[config.mk]
export PLATFORM = sky130hd
export DESIGN_NAME = sd_spi_host_init_and_block_read_top
export DESIGN_NICKNAME = d
export VERILOG_FILES = /design/src/sv/sdspi_pkg.sv /design/src/sv/sd_spi_host_init_and_block_read_top.sv
export SDC_FILE = /design/constraint.sdc
export NUM_CORES = 1
export LEC_CHECK = 0
export BUFFER_PORTS_ARGS = -buffer_cell sky130_fd_sc_hd__buf_2
export CAP_MARGIN = 20
export CORE_UTILIZATION = 50
export CTS_BUF_LIST = sky130_fd_sc_hd__clkbuf_8
export CTS_CLUSTER_SIZE = 28
export DETAILED_ROUTE_END_ITERATION = 8
export GPL_ROUTABILITY_DRIVEN = 0
export PLACE_DENSITY = 0.69
export SLEW_MARGIN = 20
export SYNTH_ARGS = -nofsm -noshare
export SYNTH_HDL_FRONTEND = slang
export SYNTH_SLANG_ARGS = --single-unit
[constraint.sdc]
create_clock -name clk -period 6.82 [get_ports clk]
set_input_delay 0.341 -clock clk [delete_from_list [all_inputs] [get_ports clk]]
set_output_delay 0.341 -clock clk [all_outputs]
set_load 0.02 [all_outputs]
[src/sv/sdspi_pkg.sv]
// shared types and constants for the sd card spi host
// no dependencies; used by the top level, its port checker and the testbench
package sdspi_pkg;

	// item kinds on the input stream
	localparam logic [1:0] KIND_XFER  = 2'd0;
	localparam logic [1:0] KIND_INIT  = 2'd1;
	localparam logic [1:0] KIND_READ  = 2'd2;
	localparam logic [1:0] KIND_TICK  = 2'd3;

	// completion status codes
	localparam logic [2:0] ST_OK          = 3'd0;
	localparam logic [2:0] ST_IDLE_REJ    = 3'd1;
	localparam logic [2:0] ST_INIT_TMO    = 3'd2;
	localparam logic [2:0] ST_NOT_READY   = 3'd3;
	localparam logic [2:0] ST_READ_REJ    = 3'd4;
	localparam logic [2:0] ST_TOKEN_TMO   = 3'd5;

	// configuration register indexes
	localparam logic [1:0] REG_RESP_TMO   = 2'd0;
	localparam logic [1:0] REG_INIT_TMO   = 2'd1;
	localparam logic [1:0] REG_RETRY_DLY  = 2'd2;

	// register reset values
	localparam logic [15:0] RESP_TMO_RST  = 16'd1000;
	localparam logic [15:0] INIT_TMO_RST  = 16'd2000;
	localparam logic [7:0]  RETRY_DLY_RST = 8'd10;

	// sd command indexes
	localparam logic [5:0] CMD_GO_IDLE    = 6'd0;
	localparam logic [5:0] CMD_SEND_IF    = 6'd8;
	localparam logic [5:0] CMD_READ_BLK   = 6'd17;
	localparam logic [5:0] CMD_APP        = 6'd55;
	localparam logic [5:0] ACMD_OP_COND   = 6'd41;

	// protocol bytes and arguments
	localparam logic [7:0]  BYTE_IDLE     = 8'hFF;
	localparam logic [7:0]  BYTE_TOKEN    = 8'hFE;
	localparam logic [7:0]  BYTE_CMD_MARK = 8'h40;
	localparam logic [7:0]  CRC_CMD0      = 8'h95;
	localparam logic [7:0]  CRC_CMD8      = 8'h87;
	localparam logic [7:0]  R1_IDLE       = 8'h01;
	localparam logic [7:0]  R1_READY      = 8'h00;
	localparam logic [31:0] ARG_SEND_IF   = 32'h0000_01AA;
	localparam logic [31:0] ARG_HCS       = 32'h4000_0000;
	localparam int unsigned CMD_FRAME_BYTES = 6;
	localparam int unsigned R7_BYTES      = 4;
	localparam int unsigned CRC_BYTES     = 2;

	// parameter defaults
	localparam int unsigned SECTOR_BYTES_DEF = 512;
	localparam int unsigned DUMMY_BYTES_DEF  = 10;

	// stream widths
	localparam int unsigned S_TDATA_W = 40;
	localparam int unsigned M_TDATA_W = 24;

endpackage

[src/sv/sd_spi_host_init_and_block_read_top.sv]
// sd card host in spi mode: card init sequence and single-block read
// depends on sdspi_pkg
//
// channel  dir  handshake                 payload
// s_*      in   s_tvalid / s_tready       tuser kind, tdata rx byte and sector
// m_*      out  m_tvalid / m_tready       tuser tx/data flags, tdata, tlast
// cfg_*    in   cfg_valid / cfg_ready     cfg_index, cfg_data
//
// every word is answered by one result word: the state update and the result are
// computed from the input word in one pass and land in the result register.
// a new word is taken every cycle while the result register is empty or drained.
// a stall on m_* holds s_tready low until the pending result is taken.
// reset clears the sequencer to idle, the card to not initialized and the
// registers to their defaults; cfg_ready is always high.
module sd_spi_host_init_and_block_read_top #(
	parameter int unsigned SECTOR_BYTES = sdspi_pkg::SECTOR_BYTES_DEF,
	parameter int unsigned DUMMY_BYTES  = sdspi_pkg::DUMMY_BYTES_DEF
) (
	input  logic                             clk,
	input  logic                             arst_n,
	// input stream
	input  logic                             s_tvalid,
	output logic                             s_tready,
	input  logic [1:0]                       s_tuser,   // command
	input  logic [sdspi_pkg::S_TDATA_W-1:0]  s_tdata,   // rx_byte[7:0], sector[39:8]
	// result stream
	output logic                             m_tvalid,
	input  logic                             m_tready,
	output logic [1:0]                       m_tuser,   // tx_valid[0], data_valid[1]
	output logic [sdspi_pkg::M_TDATA_W-1:0]  m_tdata,   // tx_byte[7:0], cs_asserted[8],
	                                                    // data_byte[16:9], done_res[17],
	                                                    // status[20:18], busy_res[21]
	output logic                             m_tlast,   // data_last
	// configuration writes
	input  logic                             cfg_valid,
	output logic                             cfg_ready,
	input  logic [1:0]                       cfg_index,
	input  logic [15:0]                      cfg_data
);
	import sdspi_pkg::*;

	localparam int unsigned CW = $clog2(SECTOR_BYTES + 1);

	typedef enum logic [3:0] {
		PH_IDLE, PH_DUMMY, PH_READY, PH_CMD, PH_RESP, PH_R7,
		PH_DELAY, PH_TOKEN, PH_DATA, PH_CRC, PH_EXTRA
	} phase_t;

	// configuration registers
	logic [15:0] resp_tmo_q, init_tmo_q;
	logic [7:0]  retry_dly_q;

	// sequencer state
	phase_t      phase_q, phase_d;
	logic [CW-1:0] cnt_q, cnt_d, cnt_inc;
	logic [15:0] wait_q, wait_d, init_q, init_d;
	logic        ready_q, ready_d;
	logic [5:0]  idx_q, idx_d;
	logic [31:0] arg_q, arg_d;

	// per-word results
	logic        tx_v, dat_v, dat_l, done, timed_out;
	logic [7:0]  tx_b, dat_b, resp;
	logic [2:0]  st;
	logic        do_begin, do_finish;
	logic [5:0]  begin_idx;
	logic [31:0] begin_arg;
	logic [2:0]  finish_st;

	logic        accept;
	logic [1:0]  kind;
	logic [7:0]  rx;
	logic [31:0] sector;

	assign kind   = s_tuser;
	assign rx     = s_tdata[7:0];
	assign sector = s_tdata[39:8];
	assign s_tready  = !m_tvalid || m_tready;
	assign accept    = s_tvalid && s_tready;
	assign cfg_ready = 1'b1;
	assign cnt_inc   = cnt_q + CW'(1);

	// byte k of the current command frame
	function automatic logic [7:0] frame_byte(input logic [CW-1:0] k,
			input logic [5:0] idx, input logic [31:0] arg);
		logic [7:0] b;
		case (k)
			CW'(0): b = BYTE_CMD_MARK | {2'b00, idx};
			CW'(1): b = arg[31:24];
			CW'(2): b = arg[23:16];
			CW'(3): b = arg[15:8];
			CW'(4): b = arg[7:0];
			default: begin
				if (idx == CMD_GO_IDLE)      b = CRC_CMD0;
				else if (idx == CMD_SEND_IF) b = CRC_CMD8;
				else                         b = BYTE_IDLE;
			end
		endcase
		return b;
	endfunction

	// next state and result for one word
	always_comb begin
		phase_d = phase_q;
		cnt_d   = cnt_q;
		wait_d  = wait_q;
		init_d  = init_q;
		ready_d = ready_q;
		idx_d   = idx_q;
		arg_d   = arg_q;
		tx_v = 1'b0; tx_b = 8'h00;
		dat_v = 1'b0; dat_b = 8'h00; dat_l = 1'b0;
		do_begin = 1'b0; begin_idx = CMD_GO_IDLE; begin_arg = 32'd0;
		do_finish = 1'b0; finish_st = ST_OK;
		timed_out = wait_q >= resp_tmo_q;
		resp = (rx[7] == 1'b0) ? rx : BYTE_IDLE;

		unique case (kind)
			KIND_XFER: begin
				unique case (phase_q)
					PH_DUMMY: begin
						cnt_d = cnt_inc;
						if (cnt_inc < CW'(DUMMY_BYTES)) begin
							tx_v = 1'b1; tx_b = BYTE_IDLE;
						end else begin
							do_begin = 1'b1; begin_idx = CMD_GO_IDLE; begin_arg = 32'd0;
						end
					end
					PH_READY: begin
						tx_v = 1'b1;
						if (rx == BYTE_IDLE || timed_out) begin
							phase_d = PH_CMD;
							cnt_d   = '0;
							tx_b    = frame_byte('0, idx_q, arg_q);
						end else begin
							tx_b = BYTE_IDLE;
						end
					end
					PH_CMD: begin
						cnt_d = cnt_inc;
						tx_v  = 1'b1;
						if (cnt_inc < CW'(CMD_FRAME_BYTES)) begin
							tx_b = frame_byte(cnt_inc, idx_q, arg_q);
						end else begin
							phase_d = PH_RESP;
							wait_d  = '0;
							tx_b    = BYTE_IDLE;
						end
					end
					PH_RESP: begin
						if (rx[7] == 1'b0 || timed_out) begin
							// response decode per command
							unique case (idx_q)
								CMD_GO_IDLE: begin
									if (resp != R1_IDLE) begin
										do_finish = 1'b1; finish_st = ST_IDLE_REJ;
									end else begin
										do_begin = 1'b1; begin_idx = CMD_SEND_IF;
										begin_arg = ARG_SEND_IF;
									end
								end
								CMD_SEND_IF: begin
									if (resp == R1_IDLE) begin
										phase_d = PH_R7;
										cnt_d   = '0;
										tx_v = 1'b1; tx_b = BYTE_IDLE;
									end else begin
										init_d = '0;
										do_begin = 1'b1; begin_idx = CMD_APP;
									end
								end
								CMD_APP: begin
									do_begin = 1'b1; begin_idx = ACMD_OP_COND;
									begin_arg = ARG_HCS;
								end
								ACMD_OP_COND: begin
									if (resp == R1_READY) begin
										ready_d = 1'b1;
										do_finish = 1'b1; finish_st = ST_OK;
									end else if (retry_dly_q == 8'd0) begin
										if (init_q >= init_tmo_q) begin
											do_finish = 1'b1; finish_st = ST_INIT_TMO;
										end else begin
											do_begin = 1'b1; begin_idx = CMD_APP;
										end
									end else begin
										phase_d = PH_DELAY;
										wait_d  = '0;
									end
								end
								default: begin
									if (resp != R1_READY) begin
										do_finish = 1'b1; finish_st = ST_READ_REJ;
									end else begin
										phase_d = PH_TOKEN;
										wait_d  = '0;
										tx_v = 1'b1; tx_b = BYTE_IDLE;
									end
								end
							endcase
						end else begin
							tx_v = 1'b1; tx_b = BYTE_IDLE;
						end
					end
					PH_R7: begin
						cnt_d = cnt_inc;
						if (cnt_inc < CW'(R7_BYTES)) begin
							tx_v = 1'b1; tx_b = BYTE_IDLE;
						end else begin
							init_d = '0;
							do_begin = 1'b1; begin_idx = CMD_APP;
						end
					end
					PH_TOKEN: begin
						if (rx == BYTE_TOKEN) begin
							phase_d = PH_DATA;
							cnt_d   = '0;
							tx_v = 1'b1; tx_b = BYTE_IDLE;
						end else if (timed_out) begin
							do_finish = 1'b1; finish_st = ST_TOKEN_TMO;
						end else begin
							tx_v = 1'b1; tx_b = BYTE_IDLE;
						end
					end
					PH_DATA: begin
						dat_v = 1'b1;
						dat_b = rx;
						dat_l = cnt_q == CW'(SECTOR_BYTES - 1);
						cnt_d = cnt_inc;
						if (cnt_inc >= CW'(SECTOR_BYTES)) begin
							phase_d = PH_CRC;
							cnt_d   = '0;
						end
						tx_v = 1'b1; tx_b = BYTE_IDLE;
					end
					PH_CRC: begin
						cnt_d = cnt_inc;
						if (cnt_inc >= CW'(CRC_BYTES)) phase_d = PH_EXTRA;
						tx_v = 1'b1; tx_b = BYTE_IDLE;
					end
					PH_EXTRA: begin
						do_finish = 1'b1; finish_st = ST_OK;
					end
					default: begin
						// idle and retry delay ignore finished exchanges
					end
				endcase
			end
			KIND_INIT: begin
				if (phase_q == PH_IDLE) begin
					phase_d = PH_DUMMY;
					cnt_d   = '0;
					tx_v = 1'b1; tx_b = BYTE_IDLE;
				end
			end
			KIND_READ: begin
				if (phase_q == PH_IDLE) begin
					if (!ready_q) begin
						do_finish = 1'b1; finish_st = ST_NOT_READY;
					end else begin
						do_begin = 1'b1; begin_idx = CMD_READ_BLK; begin_arg = sector;
					end
				end
			end
			default: begin
				// tick: saturating timers, may end the retry delay
				if (wait_q != 16'hFFFF) wait_d = wait_q + 16'd1;
				if (init_q != 16'hFFFF) init_d = init_q + 16'd1;
				if (phase_q == PH_DELAY && wait_d >= {8'd0, retry_dly_q}) begin
					if (init_d >= init_tmo_q) begin
						do_finish = 1'b1; finish_st = ST_INIT_TMO;
					end else begin
						do_begin = 1'b1; begin_idx = CMD_APP;
					end
				end
			end
		endcase

		// start of a command: poll for a ready card first
		if (do_begin) begin
			idx_d   = begin_idx;
			arg_d   = begin_arg;
			phase_d = PH_READY;
			wait_d  = '0;
			cnt_d   = '0;
			tx_v = 1'b1; tx_b = BYTE_IDLE;
		end
		if (do_finish) phase_d = PH_IDLE;
		done = do_finish;
		st   = do_finish ? finish_st : ST_OK;
	end

	// configuration registers
	always_ff @(posedge clk or negedge arst_n) begin
		if (!arst_n) begin
			resp_tmo_q  <= RESP_TMO_RST;
			init_tmo_q  <= INIT_TMO_RST;
			retry_dly_q <= RETRY_DLY_RST;
		end else if (cfg_valid && cfg_ready) begin
			unique case (cfg_index)
				REG_RESP_TMO:  resp_tmo_q  <= cfg_data;
				REG_INIT_TMO:  init_tmo_q  <= cfg_data;
				REG_RETRY_DLY: retry_dly_q <= cfg_data[7:0];
				default: ;
			endcase
		end
	end

	// sequencer state
	always_ff @(posedge clk or negedge arst_n) begin
		if (!arst_n) begin
			phase_q <= PH_IDLE;
			cnt_q   <= '0;
			wait_q  <= '0;
			init_q  <= '0;
			ready_q <= 1'b0;
			idx_q   <= CMD_GO_IDLE;
			arg_q   <= '0;
		end else if (accept) begin
			phase_q <= phase_d;
			cnt_q   <= cnt_d;
			wait_q  <= wait_d;
			init_q  <= init_d;
			ready_q <= ready_d;
			idx_q   <= idx_d;
			arg_q   <= arg_d;
		end
	end

	// result register
	logic cs;
	assign cs = phase_d == PH_READY || phase_d == PH_CMD || phase_d == PH_RESP ||
		phase_d == PH_R7 || phase_d == PH_TOKEN || phase_d == PH_DATA ||
		phase_d == PH_CRC;

	always_ff @(posedge clk or negedge arst_n) begin
		if (!arst_n) begin
			m_tvalid <= 1'b0;
		end else if (accept) begin
			m_tvalid <= 1'b1;
		end else if (m_tready) begin
			m_tvalid <= 1'b0;
		end
	end

	always_ff @(posedge clk) begin
		if (accept) begin
			m_tuser <= {dat_v, tx_v};
			m_tdata <= {2'b00, phase_d != PH_IDLE, st, done, dat_b, cs, tx_b};
			m_tlast <= dat_l;
		end
	end

endmodule

==> results of run 1 <==
-- how the worst max path moves through the flow --
stage	depth (start not counted)	to
3_3_place_gp	16	wait_q[12]
3_5_place_dp	16	wait_q[12]
5_1_grt	18	wait_q[14]
6_report	16	wait_q[12]
2_1_floorplan	18	m_tdata[1]
4_1_cts	16	wait_q[12]
-- synth_stat cells (6+ instances only) --
master,count,area [um2]
nor3_1,26,130.1
edfxtp_1,25,750.7
mux2_2,29,326.6
nor2_1,57,214.0
nand2b_1,20,125.1
a21o_1,7,52.55
ha_1,65,813.3
o211ai_1,9,67.56
o31ai_1,15,112.6
or3_1,8,50.05
a22o_1,10,87.58
a21oi_1,54,270.3
o21ai_0,108,540.5
clkbuf_1,43,161.4
nand2_1,170,638.1
dfrtp_1,111,2778
a211oi_1,11,82.58
a31oi_1,13,81.33
xor2_1,10,87.58
inv_1,63,236.5
nor4_1,13,81.33
and2_1,18,112.6
a22oi_1,7,52.55
buf_2,6,30.03
nand4_1,19,118.9
dfstp_2,14,367.9
nand3_1,42,210.2
nor2b_1,9,56.30
o31ai_2,6,75.07
xnor2_1,11,96.34
and3_1,15,93.84
-- state kept, by name, summed over array words and instances (netlist names), 2 cells and up --
signal / count
phase_q: 4
retry_dly_q: 8
cnt_q: 10
arg_q: 32
init_tmo_q: 16
init_q: 16
m_tuser: 2
idx_q: 5
resp_tmo_q: 16
wait_q: 16
m_tdata: 22
-- metal layers --
layer	track usage	vias to the layer above	wire length, um
met4	0.07640	0	417
met2	0.3871	249	10650
met1	0.3672	3972	11850
li1	-	4159	-
met3	0.03701	36	1163
met5	0	-	0
-- repair_timing --
action | in CTS | in global routing
gates resized for setup | 0 | 0
hold buffers | 1 | 0
setup buffers | 0 | 0
endpoints found under the hold margin | 50 | 0
-- worst max-delay path, cell delays in order (launching register included) --
cell,delay (ps)
dfrtp_1,500
nand4_1,180
nor4_1,630
nand3b_1,420
nand2_1,300
nor2_1,90
and4_1,240
xor2_1,160
ha_1,300
nand2_1,50
or4_1,480
o211a_1,240
o31ai_2,100
o211ai_1,390
o31ai_4,970
nor2_1,80
o221a_1,270
-- cells by family (layout without fill, tap and decap cells) --
logic type,Yosys count,count (layout)
simple gates,423,423
xor+xnor,21,21
flops,150,150
mux,33,33
buf+inv,121,195
other cells,2,3
fa+ha+maj,65,65
compound gates,299,299
-- final cells by class --
cell class,count,area share
clock buffers,17,0.02165
multi-input cells,844,0.5025
inverters,63,0.02189
clock inverters,15,0.01436
well taps,260,0.03011
repair buffers,100,0.04887
flip-flops and latches,150,0.3606
-- per-stage QoR --
stage               instance area, um2  power (W)
global placement                 10410   0.002255
finish                           10810   0.002976
CTS                              10810   0.002980
global route                     10810   0.003184
detailed placement               10410   0.002277
floorplan                         9798   0.001972
-- report_power, final --
group / total (W) / switching [W] / internal, W
sequential: 0.00125 / 0.000174 / 0.00108
clock: 0.000699 / 0.000393 / 0.000305
combinational: 0.00103 / 0.000635 / 0.000393
total: 0.00298 / 0.00120 / 0.00177
-- cells in the final DEF (no fill, tap or decap), types with 5 or more instances in the layout --
master / count
dfstp_2: 14
and2_1: 18
nand3_1: 42
nand4_1: 19
ha_1: 65
o31ai_1: 15
and3_1: 15
nor4_1: 13
a31oi_1: 13
nand2_1: 170
nand2b_1: 20
clkbuf_8: 17
xnor2_1: 11
a211oi_1: 11
or3_1: 8
dfrtp_1: 111
buf_4: 9
nor2_1: 56
inv_1: 63
nor3_1: 26
mux2_2: 29
a22oi_1: 7
o21ai_0: 108
a22o_1: 10
o211ai_1: 9
nor2b_1: 9
edfxtp_1: 25
inv_6: 7
buf_2: 90
o31ai_2: 5
a21oi_1: 54
a21o_1: 7
a221oi_1: 5
xor2_1: 10
o21ai_1: 5
o22a_1: 5
==> out/metrics.yaml, run 1 <==
outcome: "complete, no violations"
ys_types: 80
synth-edff-count: 25
wirelength_um: 24080
startpoint_type: "flip-flop"
crit_start: "init_q[6]"
hold_violations: 0
die_h_um: 142.0
post-route-min-period_ps: 5532
drive_gt1_frac: 0.1648
critPathArrivalTime_ps: 5880
wl_per_cell_um: 16.62
slew_violations: 0
synth_seq_cells: 150
fin_nets: 1306
cts_sinks: 150
vias: 8416
yosysSeqAreaShare: 0.3978
synthArstFlopShare: 0.8333
tightest_slew_ps: 1053
grt_pass1_wl_um: 40130
relSlewSlack: 0.2924
power_leakage_nw: 4.743
grt_overflow_total: 0
pre_cts_ws_ps: 1376
hpwlAfterDp_um: 18090
fin_util: 0.5700
vdd_drop_max_mv: 0.1388
regArea_mm2: 0.003896
first_pass_iters: 5
cp_data_required_time_ps: 7170
path_clk_slew_ps: 90
yosys.area_share.simple: 0.2121
reg2reg_depth: 16
path_max_fanout: 30
placed_cells: 1416
powerDensity_mw_per_mm2: 275.4
insertion_delay_ps: 470
start_util: 0.5167
synth_top_family_by_area: "simple AND/OR/NAND/NOR gates"
port_buffers: 91
row_count: 50
ys_warn_count: 0
hold_end: "m_tvalid"
drc_errors: 0
hold_class: "input pin to flip-flop"
fmax_mhz: 180.8
fin_ws_ps: 1288
die_area_mm2: 0.02015
hold_slack_ps: 92.64
ant_nets: 0
reg2reg_to: "wait_q[12]"
grt_pass1_vias: 7968
via_per_inst: 5.808
synthXorXnorAreaFrac: 0.01878
drtIter0Drc: 752
endpoint_kind: "flip-flop"
tns_ps: 0
n_fill_cell: 1725
root_buffer: "clkbuf_8"
grt_usage: 0.2519
r2r_start: "init_q[6]"
syn-instance-count: 1114
clockBufferDepth: 2
clock_skew_ps: 14.65
yosys-mux-area-fraction: 0.03743
htreeDepth: 4
rrSetupSlack_ps: 1290
synth_compound_area_frac: 0.1995
die_w_um: 142.0
grt_max_degree: 75
finalSetupViolations: 0
rsz0062_at_grt: "false"
antenna_found_initial: 0
core_mm2: 0.01896
cap_viol_max_count: 0
synth_top_flop_cell: "dfrtp_1"
diodes: 0
area_delta_synth_final_pct: 10.32
min_path_cells: 2
final_cells: 1449
ios: 95
timing_worst_setup_path_type: "flip-flop to flip-flop"
synth.avg_cell_area_um2: 8.792
yosys.area_share.adder: 0.08304
hp-start: "s_tvalid"
period_share: 0.8111
multi_input_area_mm2: 0.005430
synth_area_mm2: 0.009794
tritoncts: "done"
cts_made_buffers: 17
(Power assumes the default switching activity.)
==> run 2: changes to the inputs <==
==> constraint.sdc (replaced) <==
create_clock -name clk -period 5.3 [get_ports clk]
set_input_delay 0.265 -clock clk [delete_from_list [all_inputs] [get_ports clk]]
set_output_delay 0.265 -clock clk [all_outputs]
set_load 0.02 [all_outputs]
==> out/metrics.yaml, run 2 (same netlist as run 1, synthesis figures left out) <==
slew_violations: 0  # unchanged
die_w_um: 142.0  # unchanged
grt_overflow_total: 0  # unchanged
top_register: "arg_q"  # unchanged
relSlewSlack: 0.2680  # was 0.2924
grt_max_degree: 66  # was 75
hold_violations: 0  # unchanged
root_buffer: "clkbuf_8"  # unchanged
tns_ps: 0  # unchanged
critPathArrivalTime_ps: 5120  # was 5880 ps
cp_data_required_time_ps: 5640  # was 7170 ps
path_cells: "ha_1, nand3_1, nor3_2, nand3_1, nor2_1, nor2_1, and3_1, xor2_1, ha_1, a211oi_1, nand2_1, mux2i_1, o2111ai_1, o31ai_2, o211ai_1, buf_4, o31ai_1, buf_4, or2_1, o31ai_2"  # was nand4_1, nor4_1, nand3b_1, nand2_1, nor2_1, and4_1, xor2_1, ha_1, nand2_1, or4_1, o211a_1, o31ai_2, o211ai_1, o31ai_4, nor2_1, o221a_1
vdd_drop_max_mv: 0.1640  # was 0.1388 mV
core_mm2: 0.01896  # unchanged
tightest_slew_ps: 1089  # was 1053 ps
startpoint_type: "flip-flop"  # unchanged
finalInstanceArea_mm2: 0.01091  # was 0.01081 mm2
use_met2: 0.4013  # was 0.3871
start_util: 0.5167  # unchanged
top_regs: "arg_q: 32 flops, m_tdata: 22 flops"  # unchanged
cap_viol_max_count: 0  # unchanged
first_pass_iters: 5  # unchanged
powerDensity_mw_per_mm2: 353.5  # was 275.4 mW/mm2
outcome: "complete, no violations"  # unchanged
cts_sinks: 150  # unchanged
final_cell_mix: "nand2_1 (170), dfrtp_1 (111), o21ai_0 (108)"  # unchanged
insertion_delay_ps: 470  # about the same
antenna_found_initial: 0  # unchanged
wl_per_cell_um: 16.78  # was 16.62 um
hpwlAfterDp_um: 17960  # was 18090 um
row_count: 50  # unchanged
area_delta_synth_final_pct: 11.37  # was 10.32%
via_per_inst: 5.858  # was 5.808
cpPeakStageDelay_ps: 450  # was 970 ps
placed_cells: 1423  # was 1416
drc_errors: 0  # unchanged
fmax_mhz: 209.2  # was 180.8 MHz
grt.busiest_layer: "met2"  # unchanged
grt_pass1_wl_um: 40530  # was 40130 um
vias: 8535  # was 8416
grt_use_met3: 0.03869  # was 0.03701
tritoncts: "done"  # unchanged
grt_usage: 0.2554  # was 0.2519
fin_nets: 1314  # was 1306
diodes: 0  # unchanged
use_met1: 0.3656  # was 0.3672
ios: 95  # unchanged
die_h_um: 142.0  # unchanged
clock_skew_ps: 14.70  # was 14.65 ps
die_area_mm2: 0.02015  # unchanged
drive_gt1_frac: 0.1704  # was 0.1648
dpl_cell_area_mm2: 0.01048  # was 0.01041 mm2
largest_reg_flops: 32  # unchanged
drtIter0Drc: 818  # was 752
finalPower_w: 0.003856  # was 0.002976 W
n_fill_cell: 1715  # was 1725
period_share: 0.9019  # was 0.8111
finalSetupViolations: 0  # unchanged
final_common_cell: "nand2_1"  # unchanged
path_clk_slew_ps: 90  # about the same
cts_made_buffers: 17  # unchanged
timing_worst_setup_path_type: "flip-flop to flip-flop"  # unchanged
ant_nets: 0  # unchanged
wirelength_um: 24450  # was 24080 um
port_buffers: 91  # unchanged
hold_class: "input pin to flip-flop"  # unchanged
rsz0062_at_grt: "false"  # unchanged
htreeDepth: 4  # unchanged
path_max_fanout: 12  # was 30
final_cells: 1457  # was 1449
power_leakage_nw: 4.793  # was 4.743 nW
grt_pass1_vias: 7906  # was 7968
endpoint_kind: "flip-flop"  # unchanged
post-route-min-period_ps: 4780  # was 5532 ps
crit_path_top_delay_cell: "dfrtp_1"  # was o31ai_4
clockBufferDepth: 2  # unchanged
-- run 2: changes by cell type in the layout (fill, tap and decap cells not counted), sizes merged --
cell / change
bufinv: +1
inv: -3
clkinvlp: +2
buf: +8
-- run 2: what timing repair did --
item                                    in CTS  in global routing
gates resized for setup                      0                  1
endpoints found under the setup margin       0                 56
hold buffers                                 1                  0
hold endpoints to repair                    59                  0
setup buffers                                0                  1
-- run 2: worst paths after layout --
kind	start	end	slack (ps)	cells past startpoint
worst max-delay path	wait_q[0]	cnt_q[4]	520	20
worst min-delay path	s_tvalid	m_tvalid	20	2
max in group asynchronous	arst_n	cnt_q[9]	3550	3
worst min register to register	arg_q[30]	arg_q[30]	490	1
min in group asynchronous	arst_n	resp_tmo_q[0]	420	2
worst max register to register	wait_q[0]	cnt_q[4]	520	20
-- run 2: worst max-delay path, delay by kind of cell, from the launching register on --
| kind | cells | cell delay [ps] |
|---|---|---|
| adder cells (fa/ha/maj) | 2 | 400 |
| XOR/XNOR | 1 | 150 |
| buffers and inverters | 2 | 420 |
| flip-flops | 1 | 450 |
| multiplexers | 1 | 140 |
| AO/OA/AOI/OAI | 6 | 1300 |
| AND/OR/NAND/NOR | 8 | 1800 |
-- run 2: layer usage --
metal | up-vias | wire length [um]
met5 | - | 0
met4 | 0 | 331
met3 | 30 | 1298
met2 | 276 | 11080
met1 | 4051 | 11740
li1 | 4178 | -
-- run 2: per-stage QoR --
step | setup WS [ps] | hold WS (ps) | utilization
3_5_place_dp | 309.5 | 390.9 | 0.5531
6_report | 520.0 | 20.13 | 0.5754
5_1_grt | 97.93 | 14.02 | 0.5754
3_3_place_gp | 456.3 | 377.4 | 0.5531
4_1_cts | 272.7 | 3.462 | 0.5748
2_1_floorplan | 724.7 | -30.59 | -
-- run 2: power by group --
part | internal (W) | switching [W] | leakage [nW]
Sequential | 0.00138 | 0.000227 | 1.86
Combinational | 0.000515 | 0.000812 | 2.73
Clock | 0.000431 | 0.000487 | 0.200
Total | 0.00233 | 0.00153 | 4.79
-- run 2: area by class of cell --
type / count / area (um2) / share of cell area
clock inverter: 15 / 167.7 / 0.01537
tap: 260 / 325.3 / 0.02982
timing repair buffer: 108 / 613.1 / 0.05621
clock buffer: 17 / 234.0 / 0.02145
multi-input combinational: 844 / 5435 / 0.4983
inverter: 63 / 236.5 / 0.02168
sequential: 150 / 3896 / 0.3572
